## src/sv/rau_pkg.sv

```systemverilog
// Package: shared constants, types and codes for the rational arithmetic unit.
`timescale 1ns / 1ps
package rau_pkg;
	localparam int OPERAND_WIDTH_DEF = 16;
	localparam int RESULT_WIDTH = 33;

	typedef enum logic [1:0] {
		FUNC_ADD = 2'd0,
		FUNC_SUB = 2'd1,
		FUNC_MUL = 2'd2,
		FUNC_DIV = 2'd3
	} func_t;

	typedef enum logic [1:0] {
		STAT_OK       = 2'd0,
		STAT_ZERO_DEN = 2'd1,
		STAT_DIV_ZERO = 2'd2
	} status_t;

	typedef enum logic [2:0] {
		ST_IDLE,
		ST_MUL,
		ST_GCD,
		ST_DIVN,
		ST_DIVD,
		ST_DONE
	} state_t;

	typedef struct packed {
		logic start;
		logic busy;
		logic done;
	} div_ctl_t;
endpackage

```

## src/sv/rau_divider.sv

```systemverilog
// Shared restoring divider: one quotient bit per cycle, unsigned.
`timescale 1ns / 1ps
module rau_divider #(
	parameter int W = 64
) (
	input  logic         clk,
	input  logic         arst_n,
	input  logic         start,
	input  logic [W-1:0] dividend,
	input  logic [W-1:0] divisor,
	output rau_pkg::div_ctl_t ctl,
	output logic [W-1:0] quotient,
	output logic [W-1:0] remainder
);
	localparam int CW = $clog2(W + 1);
	logic [W-1:0]  quo_q, rem_q, dvs_q;
	logic [CW-1:0] cnt_q;
	logic          busy_q, done_q;
	logic [W:0]    trial;
	logic [W:0]    diff;

	assign trial = {rem_q, quo_q[W-1]};
	assign diff  = trial - {1'b0, dvs_q};

	always_ff @(posedge clk or negedge arst_n) begin
		if (!arst_n) begin
			busy_q <= 1'b0;
			done_q <= 1'b0;
			cnt_q  <= '0;
		end else begin
			done_q <= 1'b0;
			if (start) begin
				busy_q <= 1'b1;
				cnt_q  <= CW'(W);
			end else if (busy_q) begin
				cnt_q <= cnt_q - 1'b1;
				if (cnt_q == CW'(1)) begin
					busy_q <= 1'b0;
					done_q <= 1'b1;
				end
			end
		end
	end

	always_ff @(posedge clk) begin
		if (start) begin
			quo_q <= dividend;
			rem_q <= '0;
			dvs_q <= divisor;
		end else if (busy_q) begin
			if (!diff[W]) begin
				rem_q <= diff[W-1:0];
				quo_q <= {quo_q[W-2:0], 1'b1};
			end else begin
				rem_q <= trial[W-1:0];
				quo_q <= {quo_q[W-2:0], 1'b0};
			end
		end
	end

	assign ctl.start  = start;
	assign ctl.busy   = busy_q;
	assign ctl.done   = done_q;
	assign quotient   = quo_q;
	assign remainder  = rem_q;
endmodule

```

## src/sv/rational_arithmetic_unit.sv

```systemverilog
// Rational arithmetic unit: cross products, Euclid GCD and reduction.
// Errors go straight to done; otherwise cross products, k Euclid remainder
// steps and two reductions, all divisions PW = 2*OPERAND_WIDTH + 1 bits wide.
// All divisions share one bit-serial divider, one quotient bit per cycle.
// One request at a time; ready again in the cycle after the result is taken.
// Asynchronous active-low reset returns the sequencer to idle.
`timescale 1ns / 1ps
module rational_arithmetic_unit #(
	parameter int OPERAND_WIDTH = rau_pkg::OPERAND_WIDTH_DEF
) (
	input  logic        clk,
	input  logic        arst_n,
	input  logic        in_valid,
	output logic        in_ready,
	input  logic [1:0]  func,
	input  logic signed [15:0] first_numerator,
	input  logic signed [15:0] first_denominator,
	input  logic signed [15:0] second_numerator,
	input  logic signed [15:0] second_denominator,
	output logic        out_valid,
	input  logic        out_ready,
	output logic signed [32:0] result_numerator,
	output logic signed [32:0] result_denominator,
	output logic [1:0]  status
);
	localparam int OW = OPERAND_WIDTH;
	localparam int PW = 2 * OW + 1;
	localparam int RW = rau_pkg::RESULT_WIDTH;

	rau_pkg::state_t st_q, st_d;
	logic [OW-1:0] pm_q, qm_q, rm_q, sm_q;
	logic          pn_q, qn_q, rn_q, sn_q;
	rau_pkg::func_t fn_q;
	logic [PW-1:0] nm_q, dm_q, x_q, y_q;
	logic          nn_q, dn_q, par_q, cmp_q;
	logic [PW-1:0] nq_q;
	logic [RW-1:0] rn_out_q, rd_out_q;
	logic [1:0]    stat_q;
	logic          ov_q;

	function automatic logic [OW:0] mag_of(input logic [15:0] raw);
		logic [OW-1:0] v;
		begin
			v = OW'(raw);
			if (v[OW-1]) mag_of = {1'b1, OW'(-v)};
			else mag_of = {1'b0, v};
		end
	endfunction

	function automatic logic [RW-1:0] to_out(input logic neg, input logic [PW-1:0] m);
		logic [RW+PW-1:0] v;
		begin
			v = {{RW{1'b0}}, m};
			if (neg) v = -v;
			to_out = v[RW-1:0];
		end
	endfunction

	function automatic logic [PW-1:0] umul(input logic [OW:0] a, input logic [OW:0] b);
		logic [2*OW+1:0] w;
		begin
			w = {{(OW+1){1'b0}}, a} * {{(OW+1){1'b0}}, b};
			umul = w[PW-1:0];
		end
	endfunction

	// Magnitudes stored with OW bits; a most negative value's magnitude still fits.
	logic [OW:0] a_p, a_q, a_r, a_s;
	assign a_p = mag_of(first_numerator);
	assign a_q = mag_of(first_denominator);
	assign a_r = mag_of(second_numerator);
	assign a_s = mag_of(second_denominator);

	function automatic logic [OW:0] full_mag(input logic [OW-1:0] m, input logic n);
		full_mag = (n && m == '0) ? {1'b1, {OW{1'b0}}} : {1'b0, m};
	endfunction

	logic [OW:0] fp, fq, fr, fs;
	assign fp = full_mag(pm_q, pn_q);
	assign fq = full_mag(qm_q, qn_q);
	assign fr = full_mag(rm_q, rn_q);
	assign fs = full_mag(sm_q, sn_q);

	// Cross products, registered before the add.
	logic [PW-1:0] ps_m, rq_m, pr_m, qs_m, qr_m;
	logic [PW-1:0] m1_s1, m2_s1, m3_s1;
	logic          n1_s1, n2_s1, n3_s1;
	assign ps_m = umul(fp, fs);
	assign rq_m = umul(fr, fq);
	assign pr_m = umul(fp, fr);
	assign qs_m = umul(fq, fs);
	assign qr_m = umul(fq, fr);

	logic [PW-1:0] sum_m;
	logic          sum_n;
	always_comb begin
		if (n1_s1 == n2_s1) begin
			sum_m = m1_s1 + m2_s1;
			sum_n = n1_s1;
		end else if (m1_s1 >= m2_s1) begin
			sum_m = m1_s1 - m2_s1;
			sum_n = n1_s1;
		end else begin
			sum_m = m2_s1 - m1_s1;
			sum_n = n2_s1;
		end
		if (sum_m == '0) sum_n = 1'b0;
	end

	rau_pkg::div_ctl_t dctl;
	logic          dstart;
	logic [PW-1:0] ddvd, ddvs, dquo, drem;

	rau_divider #(.W(PW)) u_div (
		.clk(clk), .arst_n(arst_n), .start(dstart),
		.dividend(ddvd), .divisor(ddvs),
		.ctl(dctl), .quotient(dquo), .remainder(drem)
	);

	logic gneg;
	assign gneg = par_q ? dn_q : nn_q;

	always_comb begin
		st_d = st_q;
		unique case (st_q)
			rau_pkg::ST_IDLE: if (in_valid) begin
				if (a_q[OW-1:0] == '0 && !a_q[OW]) st_d = rau_pkg::ST_DONE;
				else if (a_s[OW-1:0] == '0 && !a_s[OW]) st_d = rau_pkg::ST_DONE;
				else if (func == rau_pkg::FUNC_DIV && a_r == '0) st_d = rau_pkg::ST_DONE;
				else st_d = rau_pkg::ST_MUL;
			end
			rau_pkg::ST_MUL: st_d = rau_pkg::ST_GCD;
			rau_pkg::ST_GCD: if (!cmp_q && !dctl.busy && m3_s1 == '0) begin
				if (y_q == '0) st_d = rau_pkg::ST_DIVN;
			end
			rau_pkg::ST_DIVN: if (dctl.done) st_d = rau_pkg::ST_DIVD;
			rau_pkg::ST_DIVD: if (dctl.done) st_d = rau_pkg::ST_DONE;
			rau_pkg::ST_DONE: if (out_ready && ov_q) st_d = rau_pkg::ST_IDLE;
			default: st_d = rau_pkg::ST_IDLE;
		endcase
	end

	// Divider launches: GCD step while y != 0, then the two reductions.
	always_comb begin
		dstart = 1'b0;
		ddvd   = x_q;
		ddvs   = y_q;
		unique case (st_q)
			rau_pkg::ST_GCD: dstart = !cmp_q && !dctl.busy && m3_s1 == '0 && y_q != '0;
			rau_pkg::ST_DIVN: begin
				ddvd   = nm_q;
				ddvs   = x_q;
				dstart = cmp_q;
			end
			rau_pkg::ST_DIVD: begin
				ddvd   = dm_q;
				ddvs   = x_q;
				dstart = cmp_q;
			end
			default: ;
		endcase
	end

	always_ff @(posedge clk or negedge arst_n) begin
		if (!arst_n) begin
			st_q  <= rau_pkg::ST_IDLE;
			ov_q  <= 1'b0;
			cmp_q <= 1'b0;
		end else begin
			st_q <= st_d;
			if (st_q == rau_pkg::ST_DONE && out_ready && ov_q) ov_q <= 1'b0;
			else if (st_q != rau_pkg::ST_DONE && st_d == rau_pkg::ST_DONE) ov_q <= 1'b1;
			// cmp_q: a division result is pending collection / first cycle of stage
			if (st_q != st_d) cmp_q <= (st_d == rau_pkg::ST_DIVN || st_d == rau_pkg::ST_DIVD);
			else if (dstart) cmp_q <= (st_q == rau_pkg::ST_GCD);
			else if (dctl.done) cmp_q <= 1'b0;
		end
	end

	always_ff @(posedge clk) begin
		unique case (st_q)
			rau_pkg::ST_IDLE: if (in_valid) begin
				pm_q <= a_p[OW-1:0]; pn_q <= a_p[OW];
				qm_q <= a_q[OW-1:0]; qn_q <= a_q[OW];
				rm_q <= a_r[OW-1:0]; rn_q <= a_r[OW];
				sm_q <= a_s[OW-1:0]; sn_q <= a_s[OW];
				fn_q <= rau_pkg::func_t'(func);
				rn_out_q <= '0;
				rd_out_q <= '0;
				if ((a_q == '0) || (a_s == '0)) stat_q <= rau_pkg::STAT_ZERO_DEN;
				else if (func == rau_pkg::FUNC_DIV && a_r == '0)
					stat_q <= rau_pkg::STAT_DIV_ZERO;
				else stat_q <= rau_pkg::STAT_OK;
			end
			rau_pkg::ST_MUL: begin
				unique case (fn_q)
					rau_pkg::FUNC_ADD, rau_pkg::FUNC_SUB: begin
						m1_s1 <= ps_m; n1_s1 <= (ps_m != '0) && (pn_q != sn_q);
						m2_s1 <= rq_m;
						n2_s1 <= (rq_m != '0) && ((rn_q != qn_q) ^ (fn_q == rau_pkg::FUNC_SUB));
						m3_s1 <= qs_m; n3_s1 <= qn_q != sn_q;
					end
					rau_pkg::FUNC_MUL: begin
						m1_s1 <= pr_m; n1_s1 <= (pr_m != '0) && (pn_q != rn_q);
						m2_s1 <= '0; n2_s1 <= 1'b0;
						m3_s1 <= qs_m; n3_s1 <= qn_q != sn_q;
					end
					default: begin
						m1_s1 <= ps_m; n1_s1 <= (ps_m != '0) && (pn_q != sn_q);
						m2_s1 <= '0; n2_s1 <= 1'b0;
						m3_s1 <= qr_m; n3_s1 <= qn_q != rn_q;
					end
				endcase
				par_q <= 1'b0;
			end
			rau_pkg::ST_GCD: begin
				if (cmp_q == 1'b0 && !dctl.busy && m3_s1 != '0) begin
					// first GCD cycle loads x,y from the cross products
					nm_q <= sum_m; nn_q <= sum_n;
					dm_q <= m3_s1; dn_q <= n3_s1;
					x_q  <= sum_m; y_q <= m3_s1;
					m3_s1 <= '0;
				end else if (dctl.done) begin
					x_q <= y_q;
					y_q <= drem;
					par_q <= ~par_q;
				end
			end
			rau_pkg::ST_DIVN: if (dctl.done) nq_q <= dquo;
			rau_pkg::ST_DIVD: if (dctl.done) begin
				rn_out_q <= to_out((nq_q != '0) && (nn_q != gneg), nq_q);
				rd_out_q <= to_out(dn_q != gneg, dquo);
			end
			default: ;
		endcase
	end

	assign in_ready           = (st_q == rau_pkg::ST_IDLE);
	assign out_valid          = ov_q;
	assign result_numerator   = rn_out_q;
	assign result_denominator = rd_out_q;
	assign status             = stat_q;
endmodule
```

## config.mk

```make
export PLATFORM = sky130hd
export DESIGN_NAME = rational_arithmetic_unit
export DESIGN_NICKNAME = d
export VERILOG_FILES = /design/src/sv/rau_pkg.sv /design/src/sv/rau_divider.sv /design/src/sv/rational_arithmetic_unit.sv
export SDC_FILE = /design/constraint.sdc
export NUM_CORES = 2
export LEC_CHECK = 0
export ABC_AREA = 1
export BUFFER_PORTS_ARGS = -buffer_cell sky130_fd_sc_hd__clkbuf_2
export CORE_MARGIN = 5
export CORE_UTILIZATION = 50
export CTS_CLUSTER_SIZE = 30
export DETAILED_ROUTE_END_ITERATION = 8
export PLACE_DENSITY = 0.72
export RECOVER_POWER = 25
export SLEW_MARGIN = 20
export SYNTH_ARGS = -nofsm -noshare
export SYNTH_HDL_FRONTEND = slang
export SYNTH_SLANG_ARGS = --single-unit
```

## constraint.sdc

```tcl
create_clock -name clk -period 22.4 [get_ports clk]
set_input_delay 2.24 -clock clk [delete_from_list [all_inputs] [get_ports clk]]
set_output_delay 2.24 -clock clk [all_outputs]
set_load 0.01 [all_outputs]
```

==> impl_metrics.toml <==
[placement]
dpl_worst_slack_ps = 14220
port_buffers = 139
gp_congestion = 1.01
hpwl_um = 187000

[synthesis]
synth_edf_count = 474
synth_top_cell_by_area = "fa_1"
synthDistinctLibCells = 58
synth-main-ff-cell = "edfxtp_1"
syn_nets = 11200
synthArstFlopShare = 0.0250
synth_top_area_share = 0.245
syn_avg_cell_area_um2 = 7.56
yosys_warnings = 0
synth_seq_cells = 520
synth_seq_area_share = 0.208
synth_area_leaders = "fa_1 (24%), edfxtp_1 (19%), nand2_1 (14%), inv_1 (12%), ha_1 (9.5%)"
synth_cells = 9701
synth_area_um2 = 73300

[floorplanning]
boundaryPins = 140
die_h_um = 393
core_area_um2 = 146000
start_util = 0.503
fp.dieW_um = 393
die_area_um2 = 154000
rows = 140

[global_route]
track_usage = 0.309
grt.overflow.total = 0
grt_pass1_vias = 63700
grt_max_degree = 83
grt_antenna_before_repair = 2
grt_pass1_wl_um = 368000

[sta]
grt_setup_unrepaired = "false"
fmax_mhz = 116
layout_min_cycle_time_ps = 8640
max_slew_margin = -1.58
fin_skew_ps = 60.5
hold_viol = 0
finalSetupViolations = 0
slew_violations = 604
fin_ws_ps = 13760
tns_ps = 0
max_slew.worst_pin.slew_ps = 3860
period_share = 0.386

[drt]
vias_per_cell = 5.51
postRouteAntennaNets = 0
wl_per_cell_um = 20.7
drt-pass1-iter-count = 7
drc = 0
num_vias = 63700
drt_iter0_drc = 6424
routed_wirelength_um = 239000

[outcome]
outcome = "finished, violations left"
violations = "capacitance limit, slew limit"

[pwr]
net-switching-power_uw = 454
p_clk_frac = 0.484
switching_share = 0.216
comb_power_share = 0.017
p_int_uw = 1650
power_density_nw_per_um2 = 27.1
leakage_uw = 0.0413
power_frac_seq = 0.499
ir_drop_uv = 60.1

[critical_path]
worstSetupStartpoint = "qm_q[0]$_DFFE_PP_"
r2r_end = "n2_s1$_SDFFCE_PN0P_"
worstSetupStartpointType = "flip-flop"
path_max_fanout = 34
path_class = "reg2reg"
reg2reg_slack_ps = 13760
cp-endpoint = "n2_s1$_SDFFCE_PN0P_"
rr_startpoint = "qm_q[0]$_DFFE_PP_"
critPathMaxStageDelay_ps = 1870
reg2regPathDepth = 28
end_kind = "flip-flop"
cp_slowest_cell = "clkbuf_1"
cp.arrival_ps = 8990
worst_ep_required_time_ps = 22750

[finish]
layout_commonest_cell = "nand2_1"
utilization = 0.531
final_nets = 11100
drive_above_1_share = 0.0426
nFillCells = 13800
multi_input_area_um2 = 47700
ff_latch_area_um2 = 15200
syn_to_final_growth_pct = 5.55
final_cell_mix = "nand2_1 (2692), inv_1 (2307), fa_1 (896)"

[cts]
cts_max_path_buffers = 3
cts_resized = 0
cts_tree = "built"
path_clk_slew_ps = 60
clk_latency_ps = 700
cts.htree.levels = 2
numCtsBuffers = 58
cts.sinks = 520
cts_root_buffer = "clkbuf_16"
post_cts_buffers = 0
cts_hold_buffers = 0

[min_path]
hold_path_class = "reg2reg"
min_from = "n3_s1$_DFFE_PP_"

[run]
drv_cap = 14
==> power groups by stage <==
stage	Sequential, uW	Clock (uW)	Combinational, uW
floorplan	1070	0	20.6
CTS	1050	1030	35.9
finish	1050	1020	35.6
detailed placement	1070	0	35.8
global route	1050	1070	40.2
global placement	1070	0	35.0
==> cell usage after synthesis, types with 11 or more instances <==
| library cell | count |
|---|---|
| a21boi_0 | 15 |
| a21o_1 | 19 |
| a21oi_1 | 369 |
| a31oi_1 | 28 |
| a41oi_1 | 34 |
| buf_2 | 20 |
| buf_4 | 13 |
| buf_6 | 21 |
| clkbuf_1 | 338 |
| dfrtp_1 | 13 |
| dfxtp_1 | 33 |
| edfxtp_1 | 474 |
| fa_1 | 896 |
| ha_1 | 558 |
| inv_1 | 2308 |
| nand2_1 | 2694 |
| nand2_2 | 30 |
| nand3_1 | 284 |
| nand3b_1 | 17 |
| nand4_1 | 93 |
| nor2_1 | 600 |
| nor2_2 | 11 |
| nor2_4 | 12 |
| nor3_1 | 94 |
| nor4_1 | 27 |
| o211ai_1 | 22 |
| o21ai_0 | 314 |
| o21ai_1 | 15 |
| o21bai_1 | 18 |
| or2_2 | 19 |
| xnor2_1 | 67 |
| xor2_1 | 136 |
==> logic make-up (layout without fill, tap and decap cells) <==
family	after synthesis	count (layout)	share of synthesized area
xor gates and xnor gates	203	203	0.0242
buffers and inverters	2718	2656	0.142
DFF	520	520	0.208
muxes	10	10	0.00145
adders and majority gates	1454	1454	0.340
and+or+nand+nor	3924	3924	0.219
other	0	2	0
AOI/OAI and AO/OA	872	872	0.0661
==> metrics by stage <==
stage / instance area [um^2] / hold WS (ps) / total power, uW / instances
after floorplan: 73300 / 400 / 1090 / 9701
after global placement: 75500 / 465 / 1100 / 11500
after detailed placement: 75500 / 465 / 1100 / 11500
after CTS: 77500 / 472 / 2110 / 11600
after global routing: 77400 / 498 / 2150 / 11600
final: 77400 / 477 / 2100 / 11600
==> registers in the layout, summed over array words and instances, names as in the netlist, 2 cells and up <==
| name | flops |
|---|---|
| fn_q | 2 |
| pm_q | 16 |
| rm_q | 16 |
| result_denominator | 33 |
| sm_q | 16 |
| qm_q | 16 |
| nq_q | 33 |
| u_div.remainder | 33 |
| u_div.dvs_q | 33 |
| m1_s1 | 33 |
| result_numerator | 33 |
| nm_q | 33 |
| m3_s1 | 33 |
| status | 2 |
| u_div.cnt_q | 6 |
| dm_q | 33 |
| x_q | 33 |
| y_q | 33 |
| st_q | 3 |
| u_div.quotient | 33 |
| m2_s1 | 33 |
==> routing by layer <==
| metal | global-route usage | vias to the layer above | routed length, um |
|---|---|---|---|
| met5 | 0 | - | 0 |
| met4 | 0.153 | 0 | 15000 |
| met3 | 0.0524 | 693 | 22000 |
| met2 | 0.500 | 3290 | 108000 |
| met1 | 0.402 | 30700 | 93700 |
| li1 | - | 29000 | - |
==> worst min-delay path by stage <==
stage / to / depth (start not counted)
final: dn_q$_DFFE_PP_ / 0
after global routing: dn_q$_DFFE_PP_ / 0
after CTS: dn_q$_DFFE_PP_ / 0
after detailed placement: dn_q$_DFFE_PP_ / 0
after global placement: dn_q$_DFFE_PP_ / 0
after floorplan: dn_q$_DFFE_PP_ / 0
==> critical path, delay by kind of cell, from the launching register on <==
kind	cells	cell delay, ps
xor+xnor	1	340
simple gates	9	940
compound gates	4	890
flops	1	330
buf+inv	7	2630
fa+ha+maj	7	3160
==> area by class of cell <==
class | instances | area share
diodes | 2 | 0.0000647
clock buffers | 70 | 0.0193
clock inverters | 33 | 0.00643
inverters | 2318 | 0.112
multi-input cells | 6463 | 0.617
flip-flops and latches | 520 | 0.197
well taps | 1917 | 0.0310
repair buffers | 235 | 0.0174
Power figures use the tool's default switching activity.
